**src/hdl/kip_pkg.sv**
```systemverilog
// kip_pkg: shared types and constants for the keyed idle pool.
// Used by kip_ctrl, kip_datapath, keyed_idle_pool_ttl and its checker.
`timescale 1ns / 1ps

package kip_pkg;

  localparam int DEF_POOL_DEPTH  = 16;
  localparam int DEF_KEY_BITS    = 64;
  localparam int DEF_HANDLE_BITS = 16;
  localparam int DEF_TIME_BITS   = 32;

  localparam logic [31:0] TTL_RESET = 32'd30000;
  localparam logic [4:0]  CAP_RESET = 5'd4;

  // register indexes on the configuration port
  localparam logic [1:0] REG_IDLE_TTL   = 2'd0;
  localparam logic [1:0] REG_MAX_PARKED = 2'd1;

  // release reasons
  localparam logic [2:0] RSN_EXPIRED  = 3'd0;
  localparam logic [2:0] RSN_EVICTED  = 3'd1;
  localparam logic [2:0] RSN_MEMORY   = 3'd2;
  localparam logic [2:0] RSN_CLEARED  = 3'd3;
  localparam logic [2:0] RSN_REJECTED = 3'd4;

  typedef enum logic [1:0] {
    OP_TAKE  = 2'd0,
    OP_PARK  = 2'd1,
    OP_TRIM  = 2'd2,
    OP_CLEAR = 2'd3
  } op_t;

  typedef enum logic [2:0] {
    PM_EXPIRE,     // drop entries idle for at least the TTL
    PM_FRONT_CAP,  // drop the oldest until the count fits the cap
    PM_FRONT_ONE,  // drop the oldest entry only
    PM_AT,         // drop the entry found by take, no release
    PM_ALL         // drop everything
  } pass_mode_t;

  typedef enum logic [3:0] {
    DC_NONE,
    DC_LOAD,
    DC_PASS_INIT,
    DC_PASS_STEP,
    DC_SRCH_INIT,
    DC_SRCH_STEP,
    DC_APPEND,
    DC_REJECT,
    DC_EMIT
  } dp_cmd_t;

  typedef enum logic [4:0] {
    ST_IDLE,
    ST_EXP_INIT,
    ST_EXP_RUN,
    ST_CAP_INIT,
    ST_CAP_RUN,
    ST_DISPATCH,
    ST_SRCH_INIT,
    ST_SRCH_RUN,
    ST_TDROP_INIT,
    ST_TDROP_RUN,
    ST_FULL_INIT,
    ST_FULL_RUN,
    ST_APPEND,
    ST_CAP2_INIT,
    ST_CAP2_RUN,
    ST_ALL_INIT,
    ST_ALL_RUN,
    ST_REJECT,
    ST_EMIT
  } state_t;

  typedef struct packed {
    dp_cmd_t    cmd;
    pass_mode_t mode;
    logic [2:0] reason;
  } dp_ctl_t;

  typedef struct packed {
    op_t  op;
    logic elig;
    logic lowmem;
    logic cap_zero;   // max_parked register is zero
    logic full;       // store holds POOL_DEPTH entries
    logic pass_end;   // pass has visited every entry
    logic srch_end;   // search reached the bottom or matched
    logic hit;        // search matched on this step
    logic out_free;   // output register can load
    logic drained;    // every buffered release handed out
  } dp_stat_t;

endpackage

```
**src/hdl/kip_ctrl.sv**
```systemverilog
// kip_ctrl: sequencer for the keyed idle pool.
// Depends on kip_pkg; drives kip_datapath through dp_ctl_t / dp_stat_t.
`timescale 1ns / 1ps

module kip_ctrl (
  input  logic              clk,
  input  logic              rst,
  input  logic              in_valid,
  output logic              in_ready,
  input  kip_pkg::dp_stat_t stat,
  output kip_pkg::dp_ctl_t  ctl
);
  import kip_pkg::*;

  state_t state, state_next;

  always_ff @(posedge clk) begin
    if (rst) begin
      state <= ST_IDLE;
    end else begin
      state <= state_next;
    end
  end

  always_comb begin
    state_next = state;
    in_ready   = 1'b0;
    ctl.cmd    = DC_NONE;
    ctl.mode   = PM_EXPIRE;
    ctl.reason = RSN_EXPIRED;
    case (state)
      ST_IDLE: begin
        in_ready = 1'b1;
        if (in_valid) begin
          ctl.cmd    = DC_LOAD;
          state_next = ST_EXP_INIT;
        end
      end
      ST_EXP_INIT: begin
        ctl.cmd    = DC_PASS_INIT;
        ctl.mode   = PM_EXPIRE;
        state_next = ST_EXP_RUN;
      end
      ST_EXP_RUN: begin
        ctl.cmd    = DC_PASS_STEP;
        ctl.mode   = PM_EXPIRE;
        ctl.reason = RSN_EXPIRED;
        if (stat.pass_end) state_next = ST_CAP_INIT;
      end
      ST_CAP_INIT: begin
        ctl.cmd    = DC_PASS_INIT;
        ctl.mode   = PM_FRONT_CAP;
        state_next = ST_CAP_RUN;
      end
      ST_CAP_RUN: begin
        ctl.cmd    = DC_PASS_STEP;
        ctl.mode   = PM_FRONT_CAP;
        ctl.reason = RSN_EVICTED;
        if (stat.pass_end) state_next = ST_DISPATCH;
      end
      ST_DISPATCH: begin
        case (stat.op)
          OP_TAKE:  state_next = stat.elig ? ST_SRCH_INIT : ST_EMIT;
          OP_PARK: begin
            if (!stat.elig || stat.cap_zero) state_next = ST_REJECT;
            else if (stat.lowmem)            state_next = ST_ALL_INIT;
            else if (stat.full)              state_next = ST_FULL_INIT;
            else                             state_next = ST_APPEND;
          end
          OP_TRIM:  state_next = stat.lowmem ? ST_ALL_INIT : ST_EMIT;
          default:  state_next = ST_ALL_INIT;
        endcase
      end
      ST_SRCH_INIT: begin
        ctl.cmd    = DC_SRCH_INIT;
        state_next = ST_SRCH_RUN;
      end
      ST_SRCH_RUN: begin
        ctl.cmd = DC_SRCH_STEP;
        if (stat.srch_end) state_next = stat.hit ? ST_TDROP_INIT : ST_EMIT;
      end
      ST_TDROP_INIT: begin
        ctl.cmd    = DC_PASS_INIT;
        ctl.mode   = PM_AT;
        state_next = ST_TDROP_RUN;
      end
      ST_TDROP_RUN: begin
        ctl.cmd  = DC_PASS_STEP;
        ctl.mode = PM_AT;
        if (stat.pass_end) state_next = ST_EMIT;
      end
      ST_FULL_INIT: begin
        ctl.cmd    = DC_PASS_INIT;
        ctl.mode   = PM_FRONT_ONE;
        state_next = ST_FULL_RUN;
      end
      ST_FULL_RUN: begin
        ctl.cmd    = DC_PASS_STEP;
        ctl.mode   = PM_FRONT_ONE;
        ctl.reason = RSN_EVICTED;
        if (stat.pass_end) state_next = ST_APPEND;
      end
      ST_APPEND: begin
        ctl.cmd    = DC_APPEND;
        state_next = ST_CAP2_INIT;
      end
      ST_CAP2_INIT: begin
        ctl.cmd    = DC_PASS_INIT;
        ctl.mode   = PM_FRONT_CAP;
        state_next = ST_CAP2_RUN;
      end
      ST_CAP2_RUN: begin
        ctl.cmd    = DC_PASS_STEP;
        ctl.mode   = PM_FRONT_CAP;
        ctl.reason = RSN_EVICTED;
        if (stat.pass_end) state_next = ST_EMIT;
      end
      ST_ALL_INIT: begin
        ctl.cmd    = DC_PASS_INIT;
        ctl.mode   = PM_ALL;
        state_next = ST_ALL_RUN;
      end
      ST_ALL_RUN: begin
        ctl.cmd    = DC_PASS_STEP;
        ctl.mode   = PM_ALL;
        ctl.reason = (stat.op == OP_CLEAR) ? RSN_CLEARED : RSN_MEMORY;
        if (stat.pass_end) state_next = (stat.op == OP_PARK) ? ST_REJECT : ST_EMIT;
      end
      ST_REJECT: begin
        ctl.cmd    = DC_REJECT;
        state_next = ST_EMIT;
      end
      ST_EMIT: begin
        ctl.cmd = DC_EMIT;
        if (stat.out_free && stat.drained) state_next = ST_IDLE;
      end
      default: state_next = ST_IDLE;
    endcase
  end

endmodule

```
**src/hdl/kip_datapath.sv**
```systemverilog
// kip_datapath: slot store, compaction passes, search, release buffer, output register.
// Depends on kip_pkg; commanded by kip_ctrl.
`timescale 1ns / 1ps

module kip_datapath #(
  parameter int POOL_DEPTH  = kip_pkg::DEF_POOL_DEPTH,
  parameter int KEY_BITS    = kip_pkg::DEF_KEY_BITS,
  parameter int HANDLE_BITS = kip_pkg::DEF_HANDLE_BITS,
  parameter int TIME_BITS   = kip_pkg::DEF_TIME_BITS
) (
  input  logic                   clk,
  input  logic                   rst,
  input  kip_pkg::dp_ctl_t       ctl,
  output kip_pkg::dp_stat_t      stat,
  input  logic                   cfg_wen,
  input  logic [1:0]             cfg_index,
  input  logic [31:0]            cfg_data,
  input  logic [1:0]             operation,
  input  logic [KEY_BITS-1:0]    match_key,
  input  logic [HANDLE_BITS-1:0] item_handle,
  input  logic                   eligible,
  input  logic                   low_memory,
  input  logic [TIME_BITS-1:0]   now_time,
  output logic                   out_valid,
  input  logic                   out_ready,
  output logic                   is_release,
  output logic [2:0]             release_reason,
  output logic [HANDLE_BITS-1:0] out_handle,
  output logic                   success,
  output logic [4:0]             parked_count,
  output logic                   last
);
  import kip_pkg::*;

  localparam int CW  = $clog2(POOL_DEPTH + 1);          // count width
  localparam int IW  = (POOL_DEPTH > 1) ? $clog2(POOL_DEPTH) : 1;
  localparam int BD  = POOL_DEPTH + 1;                  // most releases per run
  localparam int BCW = $clog2(BD + 1);
  localparam int BIW = $clog2(BD);

  logic [KEY_BITS-1:0]    slot_key    [POOL_DEPTH];
  logic [HANDLE_BITS-1:0] slot_handle [POOL_DEPTH];
  logic [TIME_BITS-1:0]   slot_time   [POOL_DEPTH];
  logic [2:0]             buf_reason  [BD];
  logic [HANDLE_BITS-1:0] buf_handle  [BD];

  logic [31:0] idle_ttl;
  logic [4:0]  max_parked;

  op_t                    op;
  logic                   elig, lowmem;
  logic [KEY_BITS-1:0]    key;
  logic [HANDLE_BITS-1:0] hdl;
  logic [TIME_BITS-1:0]   now;

  logic [CW-1:0]  fill, rd, wr, lim, srch;
  logic [IW-1:0]  at_idx;
  pass_mode_t     mode;
  logic [BCW-1:0] bcnt, ocnt;
  logic [HANDLE_BITS-1:0] found;
  logic           ok;

  logic [CW-1:0]        cap;
  logic [IW-1:0]        ri, si;
  logic [TIME_BITS-1:0] idle;
  logic                 drop, match;

  assign cap  = (32'(max_parked) > POOL_DEPTH) ? CW'(POOL_DEPTH) : CW'(max_parked);
  assign ri   = rd[IW-1:0];
  assign si   = IW'(srch - 1'b1);
  assign idle = now - slot_time[ri];
  assign match = (srch != '0) && (slot_key[si] == key);

  always_comb begin
    case (mode)
      PM_EXPIRE:    drop = 64'(idle) >= 64'(idle_ttl);
      PM_FRONT_CAP,
      PM_FRONT_ONE: drop = rd < lim;
      PM_AT:        drop = ri == at_idx;
      default:      drop = 1'b1;
    endcase
  end

  always_comb begin
    stat.op       = op;
    stat.elig     = elig;
    stat.lowmem   = lowmem;
    stat.cap_zero = max_parked == '0;
    stat.full     = 32'(fill) >= POOL_DEPTH;
    stat.pass_end = rd == fill;
    stat.srch_end = (srch == '0) || match;
    stat.hit      = match;
    stat.out_free = !out_valid || out_ready;
    stat.drained  = ocnt == bcnt;
  end

  // configuration registers
  always_ff @(posedge clk) begin
    if (rst) begin
      idle_ttl   <= TTL_RESET;
      max_parked <= CAP_RESET;
    end else if (cfg_wen) begin
      if (cfg_index == REG_IDLE_TTL)   idle_ttl   <= cfg_data;
      if (cfg_index == REG_MAX_PARKED) max_parked <= cfg_data[4:0];
    end
  end

  // control counters
  always_ff @(posedge clk) begin
    if (rst) begin
      fill      <= '0;
      bcnt      <= '0;
      ocnt      <= '0;
      out_valid <= 1'b0;
    end else begin
      if (ctl.cmd == DC_EMIT && (!out_valid || out_ready)) out_valid <= 1'b1;
      else if (out_valid && out_ready)                     out_valid <= 1'b0;
      case (ctl.cmd)
        DC_LOAD: begin
          bcnt <= '0;
          ocnt <= '0;
        end
        DC_PASS_STEP: begin
          if (rd == fill) fill <= wr;
          else if (drop && mode != PM_AT) bcnt <= bcnt + 1'b1;
        end
        DC_APPEND: fill <= fill + 1'b1;
        DC_REJECT: bcnt <= bcnt + 1'b1;
        DC_EMIT: begin
          if ((!out_valid || out_ready) && ocnt != bcnt) ocnt <= ocnt + 1'b1;
        end
        default: ;
      endcase
    end
  end

  // payload and storage
  always_ff @(posedge clk) begin
    case (ctl.cmd)
      DC_LOAD: begin
        op     <= op_t'(operation);
        key    <= match_key;
        hdl    <= item_handle;
        elig   <= eligible;
        lowmem <= low_memory;
        now    <= now_time;
        found  <= '0;
        ok     <= 1'b0;
      end
      DC_PASS_INIT: begin
        rd   <= '0;
        wr   <= '0;
        mode <= ctl.mode;
        if (ctl.mode == PM_FRONT_ONE) lim <= CW'(1);
        else                          lim <= (fill > cap) ? fill - cap : '0;
      end
      DC_PASS_STEP: begin
        if (rd != fill) begin
          rd <= rd + 1'b1;
          if (drop) begin
            if (mode != PM_AT) begin
              buf_reason[bcnt[BIW-1:0]] <= ctl.reason;
              buf_handle[bcnt[BIW-1:0]] <= slot_handle[ri];
            end
          end else begin
            slot_key[wr[IW-1:0]]    <= slot_key[ri];
            slot_handle[wr[IW-1:0]] <= slot_handle[ri];
            slot_time[wr[IW-1:0]]   <= slot_time[ri];
            wr <= wr + 1'b1;
          end
        end
      end
      DC_SRCH_INIT: srch <= fill;
      DC_SRCH_STEP: begin
        if (match) begin
          at_idx <= si;
          found  <= slot_handle[si];
          ok     <= 1'b1;
        end else if (srch != '0) begin
          srch <= srch - 1'b1;
        end
      end
      DC_APPEND: begin
        slot_key[fill[IW-1:0]]    <= key;
        slot_handle[fill[IW-1:0]] <= hdl;
        slot_time[fill[IW-1:0]]   <= now;
        ok <= 1'b1;
      end
      DC_REJECT: begin
        buf_reason[bcnt[BIW-1:0]] <= RSN_REJECTED;
        buf_handle[bcnt[BIW-1:0]] <= hdl;
      end
      DC_EMIT: begin
        if (!out_valid || out_ready) begin
          parked_count <= 5'(fill);
          if (ocnt != bcnt) begin
            is_release     <= 1'b1;
            release_reason <= buf_reason[ocnt[BIW-1:0]];
            out_handle     <= buf_handle[ocnt[BIW-1:0]];
            success        <= 1'b0;
            last           <= 1'b0;
          end else begin
            is_release     <= 1'b0;
            release_reason <= RSN_EXPIRED;
            out_handle     <= found;
            success        <= ok;
            last           <= 1'b1;
          end
        end
      end
      default: ;
    endcase
  end

endmodule

```
**src/hdl/keyed_idle_pool_ttl.sv**
```systemverilog
// keyed_idle_pool_ttl: top level of the keyed idle pool with TTL expiry.
// Depends on kip_pkg, kip_ctrl and kip_datapath.
`timescale 1ns / 1ps
//
// Usage
//  - Input channel (in_valid/in_ready) carries one operation per transaction:
//    take, park, trim or clear, with key, handle, flags and the current time.
//  - Output channel (out_valid/out_ready) returns a run of transactions per
//    input: released handles first, then one final item with last set.
//    parked_count is the pool fill after the step, the same in every item.
//  - Configuration: cfg_wen with cfg_index 0 (idle_ttl) or 1 (max_parked);
//    other indexes are ignored. Write only while the block is idle.
// Timing
//  - One operation at a time. Each runs an expiry pass and a capacity pass
//    over the parked entries (one entry per cycle), then a dispatch step,
//    then the operation's own passes or search, then the output items,
//    one per cycle while the receiver is ready.
//  - The final item waits in the output register while the next operation
//    is accepted; a stalled receiver holds the emit phase only.
// Reset
//  - Pool empty, idle_ttl 30000, max_parked 4, no output pending.
//

module keyed_idle_pool_ttl #(
  parameter int POOL_DEPTH  = kip_pkg::DEF_POOL_DEPTH,
  parameter int KEY_BITS    = kip_pkg::DEF_KEY_BITS,
  parameter int HANDLE_BITS = kip_pkg::DEF_HANDLE_BITS,
  parameter int TIME_BITS   = kip_pkg::DEF_TIME_BITS
) (
  input  logic                   clk,
  input  logic                   rst,
  input  logic                   cfg_wen,
  input  logic [1:0]             cfg_index,
  input  logic [31:0]            cfg_data,
  input  logic                   in_valid,
  output logic                   in_ready,
  input  logic [1:0]             operation,
  input  logic [KEY_BITS-1:0]    match_key,
  input  logic [HANDLE_BITS-1:0] item_handle,
  input  logic                   eligible,
  input  logic                   low_memory,
  input  logic [TIME_BITS-1:0]   now_time,
  output logic                   out_valid,
  input  logic                   out_ready,
  output logic                   is_release,
  output logic [2:0]             release_reason,
  output logic [HANDLE_BITS-1:0] out_handle,
  output logic                   success,
  output logic [4:0]             parked_count,
  output logic                   last
);
  import kip_pkg::*;

  dp_ctl_t  ctl;   // sequencer commands
  dp_stat_t stat;  // datapath status back

  kip_ctrl u_ctrl (
    .clk      (clk),
    .rst      (rst),
    .in_valid (in_valid),
    .in_ready (in_ready),
    .stat     (stat),
    .ctl      (ctl)
  );

  // the datapath latches the input transaction on the sequencer's load command
  kip_datapath #(
    .POOL_DEPTH  (POOL_DEPTH),
    .KEY_BITS    (KEY_BITS),
    .HANDLE_BITS (HANDLE_BITS),
    .TIME_BITS   (TIME_BITS)
  ) u_dp (
    .clk            (clk),
    .rst            (rst),
    .ctl            (ctl),
    .stat           (stat),
    .cfg_wen        (cfg_wen),
    .cfg_index      (cfg_index),
    .cfg_data       (cfg_data),
    .operation      (operation),
    .match_key      (match_key),
    .item_handle    (item_handle),
    .eligible       (eligible),
    .low_memory     (low_memory),
    .now_time       (now_time),
    .out_valid      (out_valid),
    .out_ready      (out_ready),
    .is_release     (is_release),
    .release_reason (release_reason),
    .out_handle     (out_handle),
    .success        (success),
    .parked_count   (parked_count),
    .last           (last)
  );

endmodule

```
**config.mk**
```make
export PLATFORM = sky130hd
export DESIGN_NAME = keyed_idle_pool_ttl
export DESIGN_NICKNAME = d
export VERILOG_FILES = /design/src/hdl/kip_pkg.sv /design/src/hdl/kip_ctrl.sv /design/src/hdl/kip_datapath.sv /design/src/hdl/keyed_idle_pool_ttl.sv
export SDC_FILE = /design/constraint.sdc
export NUM_CORES = 2
export LEC_CHECK = 0
export BUFFER_PORTS_ARGS = -buffer_cell sky130_fd_sc_hd__buf_4
export CAP_MARGIN = 10
export CORE_MARGIN = 2
export CORE_UTILIZATION = 57
export DETAILED_ROUTE_END_ITERATION = 16
export GPL_ROUTABILITY_DRIVEN = 0
export PLACE_DENSITY_LB_ADDON = 0.08
export REMOVE_ABC_BUFFERS = 1
export SLEW_MARGIN = 20
export SYNTH_ARGS = -nofsm -noshare
export SYNTH_HDL_FRONTEND = slang
export SYNTH_SLANG_ARGS = --single-unit
```
**constraint.sdc**
```tcl
create_clock -name clk -period 11.9 [get_ports clk]
set_input_delay 2.975 -clock clk [delete_from_list [all_inputs] [get_ports clk]]
set_output_delay 2.975 -clock clk [all_outputs]
set_load 0.05 [all_outputs]
```
---- Word level (Yosys, flattened, before mapping) ----
Memories as Yosys holds them, arrays and structs flattened. A register that Yosys moved wholly into a read port is not among the register bits.
Index checks and enable logic that the tools add are counted.
operators by class
  add/subtract/negate cells ............... 8
  magnitude comparators ................... 5
  equal/unequal tests ..................... 58
  multiplexer cells ....................... 79
  bitwise logic cells ..................... 3
  reductions and logical operators ........ 53
operators with widths
  kind                   count
  $mux W5                25
  $pmux W5 S18           1
  $eq A64 B64 Y1         1
  $mux W16               4
  $mux W64               1
  $reduce_or A64 Y1      1
  $pmux W5 S2            5
  $eq A5 B4 Y1 const B   8
  $ge A32 B32 Y1         1
  $mux W32               1
  $pmux W16 S2           1
  $pmux W4 S8            1
  $reduce_or A32 Y1      1
  $sub A32 B32 Y32       1
  $pmux W5 S3            2
  $add A5 B1 Y5 const B  5
  $mux W1                25
  $mux W4                6
  $ne A2 B2 Y1 const B   11
  $eq A5 B3 Y1 const B   4
  $reduce_and A2 Y1      9
  $eq A4 B3 Y1 const B   4
  $reduce_or A16 Y1      1
  $eq A5 B5 Y1 const B   3
  42 further kinds       84
storage, ports and cells
  bits in registers ....................... 242
  memory bits (writable) .................. 2115
  output and inout bits ................... 29
  word-level logic and storage cells ...... 238
  memories kept ........................... 5
memory list
  memory            words  bits a word  rd ports  clocked after memory_dff  write ports  RTL line            text
  u_dp.slot_key     16     64           2         1                         1            kip_datapath.sv:41  logic [KEY_BITS-1:0] slot_key [POOL_DEPTH];
  u_dp.slot_time    16     32           1         1                         1            kip_datapath.sv:43  logic [TIME_BITS-1:0] slot_time [POOL_DEPTH];
  u_dp.buf_handle   17     16           1         1                         1            kip_datapath.sv:45  logic [HANDLE_BITS-1:0] buf_handle [BD];
  u_dp.slot_handle  16     16           2         1                         1            kip_datapath.sv:42  logic [HANDLE_BITS-1:0] slot_handle [POOL_DEPTH];
  u_dp.buf_reason   17     3            1         1                         1            kip_datapath.sv:44  logic [2:0] buf_reason [BD];

---- Depth between registers and ports, before layout ----
  word-level depth ........................ 8
  mapped depth ............................ 31

---- Cells and area by module ----
Synthesis repeated with hierarchy kept, for this count alone.
second synthesis, totals
  cell total of the unflattened synthesis .. 5150
  area, all modules ....................... 103840.8 um2
by module, submodules not included
  module        instances  cells each  area an instance (um2)  seq. area each (um2)
  kip_datapath  1          5016        102938.7                70367.5
  kip_ctrl      1          134         902.1                   100.1

---- Worst setup path before layout ----
Ideal clock, no wire load.
  kind .................................... register to register
  start ................................... reg (tool-made name)
  end ..................................... mem u_dp.slot_handle[13][0] (netlist name), enable pin
  setup time .............................. 0.585 ns
  data arrival time ....................... 11.863 ns
  data required time ...................... 11.315 ns
  setup slack ............................. -0.547 ns
  stages on the path, launching flop included .. 29
  path buffers ............................ 3
  clock period less this slack ............ 12.447 ns
  cells stage by stage .................... dfxtp_1 > clkbuf_1 > clkbuf_1 > buf_1 > mux4_2 > mux4_2 > inv_1 > ha_1 > a211oi_1 > o21ai_0 > a2111oi_0 > o211ai_1 > a31o_1 > a21oi_1 > nor2b_1 > o41ai_1 > o221ai_1 > o31ai_1 > xnor2_1 > ha_1 > and3_1 > nand4_1 > nor3_1 > a221o_1 > a211oi_1 > o2111ai_1 > and2_1 > o32a_1 > nor2_1
RTL lines
  item           RTL line
  end, declared  kip_datapath.sv:42

==> metrics <==
CP max FO=64; Initial DRT Pass Iterations=5; flops & latches, synth=~2400; CTS tree=yes; H-tree depth=4; antenna violation net count after detailed routing=0; Post-synth top flop=edfxtp_1; largest net degree at the start of global routing=between 100 and 150; Clk Latency, worst-skew pair=about 870 ps; Final Util=between 60 and 70%; worst hold slack=between 400 and 500 ps; Nets=between 5000 and 6000; DR vias/cell=6.70; maximum clock path buffer count=3; cell area after synthesis=103000 um^2; Hold Vio Cnt, Final=0; number of global-route vias before repair=between 50000 and 60000; YS warnings=0; initial drt markers=~5800; Core ar.=roughly 180000 um^2; Max Slew Vio Count=0; top cells by area, synth=edfxtp_1, mux4_2, nand2_1, dfxtp_1, ha_1; Crit Path Category=flop to flop; CP Capture Type=flop; synthesized instance count=roughly 5100; unrepaired setup endpoints after global routing=false; setup TNS=0 ps; area share of the largest cell type after synthesis=between 60% and 70%; placed cell count=7455; Async S/R FF share, synth=0%; non-filler cells, final=7892; Required @ worst endpoint=roughly 12000 ps; Syn-to-layout area delta=12.3%; Detail Placement HPWL=~140000 um; pwr/cell area=roughly 240 nW/um^2; fin area=116000 um^2; VDD IR-drop max=approximately 0.18 mV; syn_area_per_cell=between 20 and 25 um^2; antenna violations before repair=2; Pleak=around 37 nW; Die Y=429 um; Initial Utilization=a little under three fifths; residual DRC count=0; CP max-delay cell=dfxtp_4; top cell type by total area after synthesis=edfxtp_1; most used cell, CP=buf_4; Tot GR Track Use=around 28%; CP max stage delay=between 1000 and 1500 ps; # resized after CTS=0; IO Pins=~180; post-synth cell types=70; post-synthesis sequential area ratio=about 68%; Die ar.=approximately 180000 um^2; final worst-path cycle share=roughly 80%; min-delay worst type=flop to flop; total wire length=roughly 250000 um; CTS Hold Bufs=0; Max Freq=around 100 MHz; status=complete, no violations; number of synthesized flops with an enable pin=around 2300; number of setup buffers added after CTS=0; root buf cell=clkbuf_16; Clk pin slew, worst setup/hold paths=approximately 60 ps; Worst-Margin Slew=around 1200 ps; CTS buffer count=roughly 240; Sink Count=2369; Final WS setup=~2100 ps; DR WL/cell=between 30 and 40 um; Setup violations, final=0; Worst EP arrival=10260 ps; post-route clock skew=between 20 and 30 ps; Startpoint Class=flop; total grt overflow=0; first-pass GRT wire length=approximately 370000 um; IO Port Bufs=183; Die W=around 430 um; min cycle time layout=between 9000 and 10000 ps; ratio of cells with drive above 1 in the final layout=around a third; post-place setup slack=1920 ps; Tot Pwr=~27 mW; row cnt=about 160; overall via count from detail_route=about 53000; Slew HR=approximately 22%; # Max-Cap Violations=0; Area after DPL=between 100000 and 150000 um^2
## critical path: cells and delay by family (launching register included)
kind,cells,cell delay (ps)
compound gates,14,4450
buf+inv,4,1420
flops,1,1030
simple gates,5,860
mux,2,800
fa+ha+maj,2,540
xor+xnor,1,180
## cells by family after synthesis
logic type	Yosys count	synth area share [%]
xor gates and xnor gates	123	1.04
DFF	2369	68.3
AOI/OAI and AO/OA	273	1.66
adders and majority gates	84	1.03
buffers and inverters	420	1.64
and+or+nand+nor	710	2.92
muxes	1090	23.4
## layout by cell type (no fill, tap or decap), types with 20 or more instances in the layout
cell,n
edfxtp_1,2302
mux4_2,1053
nand2_1,429
buf_4,289
clkbuf_16,239
inv_1,106
nor2_1,100
a21oi_1,93
xor2_1,87
ha_1,81
dfxtp_1,61
o21ai_0,55
clkinv_2,51
clkinv_1,49
clkbuf_1,48
buf_12,38
xnor2_1,35
mux2i_1,33
nor2b_1,32
bufinv_16,27
nor3_1,24
a21o_1,20
nor2_4,20
## report_power, final
| group | total (mW) | internal (mW) | switching (mW) |
|---|---|---|---|
| registers | 12.1 | 11.6 | 0.430 |
| logic | 7.95 | 3.11 | 4.84 |
| clock network | 7.40 | 4.26 | 3.14 |
| total | 27.4 | 19.0 | 8.41 |
## registers in the layout (all words and copies together) (netlist names), 32 cells and up, named ones only
| name | flops |
|---|---|
| u_dp.slot_key | 1024 |
| u_dp.slot_time | 512 |
| u_dp.buf_handle | 272 |
| u_dp.slot_handle | 256 |
| u_dp.key | 64 |
| u_dp.buf_reason | 51 |
| u_dp.idle_ttl | 32 |
| u_dp.now | 32 |
## per-layer routing
metal | vias to the layer above | track usage, % | part of all wire, % | wire length, um
met3 | 311 | 4.52 | 7.2 | 18200
met4 | 4 | 6.74 | 2.2 | 5490
met2 | 2321 | 45.0 | 50 | 126000
met1 | 28500 | 40.4 | 41 | 104000
li1 | 21800 | - | - | -
met5 | - | 0 | 0.013 | 34
## final timing paths
check / startpoint / end / slack (ps) / cells after the start
max: flop / u_dp.slot_key[12][44]$_DFFE_PP_ / 2130 / 28
min: u_dp.idle_ttl[27]$_SDFFE_PP0P_ / u_dp.idle_ttl[27]$_SDFFE_PP0P_ / 460 / 2
max reg2reg: flop / u_dp.slot_key[12][44]$_DFFE_PP_ / 2130 / 28
min reg2reg: u_dp.idle_ttl[27]$_SDFFE_PP0P_ / u_dp.idle_ttl[27]$_SDFFE_PP0P_ / 460 / 2
## synthesized netlist by cell type (3+ instances only)
cell	number
a2111oi_0	4
o22ai_1	3
nor3_1	25
dfxtp_1	67
nand3_1	20
o32ai_1	3
buf_2	20
xnor2_1	35
buf_4	5
clkbuf_1	189
nand2b_1	10
nor2b_1	33
nor2_1	132
nand4_1	10
a31oi_1	9
edfxtp_1	2302
buf_1	87
o41ai_1	4
a211o_1	9
o21a_1	10
and3_1	5
o21bai_1	8
mux4_2	1053
nand2_1	429
o211ai_1	5
or4_1	3
a21o_1	20
nand3b_1	3
ha_1	82
a32oi_1	5
o21ai_0	63
o31ai_1	3
mux2i_1	33
xor2_1	88
nor4_1	20
a21oi_1	93
a211oi_1	11
buf_6	10
nor3b_1	5
and2_1	4
inv_1	106
mux2_2	4
## final cells by class
type | count | area (um^2)
Fill cell | 12200 | 64600
Inverter | 109 | 422
Clock buffer | 288 | 6170
Multi-Input combinational cell | 2280 | 31300
Tap cell | 2370 | 2970
Timing Repair Buffer | 329 | 2970
Antenna cell | 1 | 2.50
Sequential cell | 2369 | 70500
Clock inverter | 146 | 1480
No activity file was read; power rests on OpenSTA's default activity.
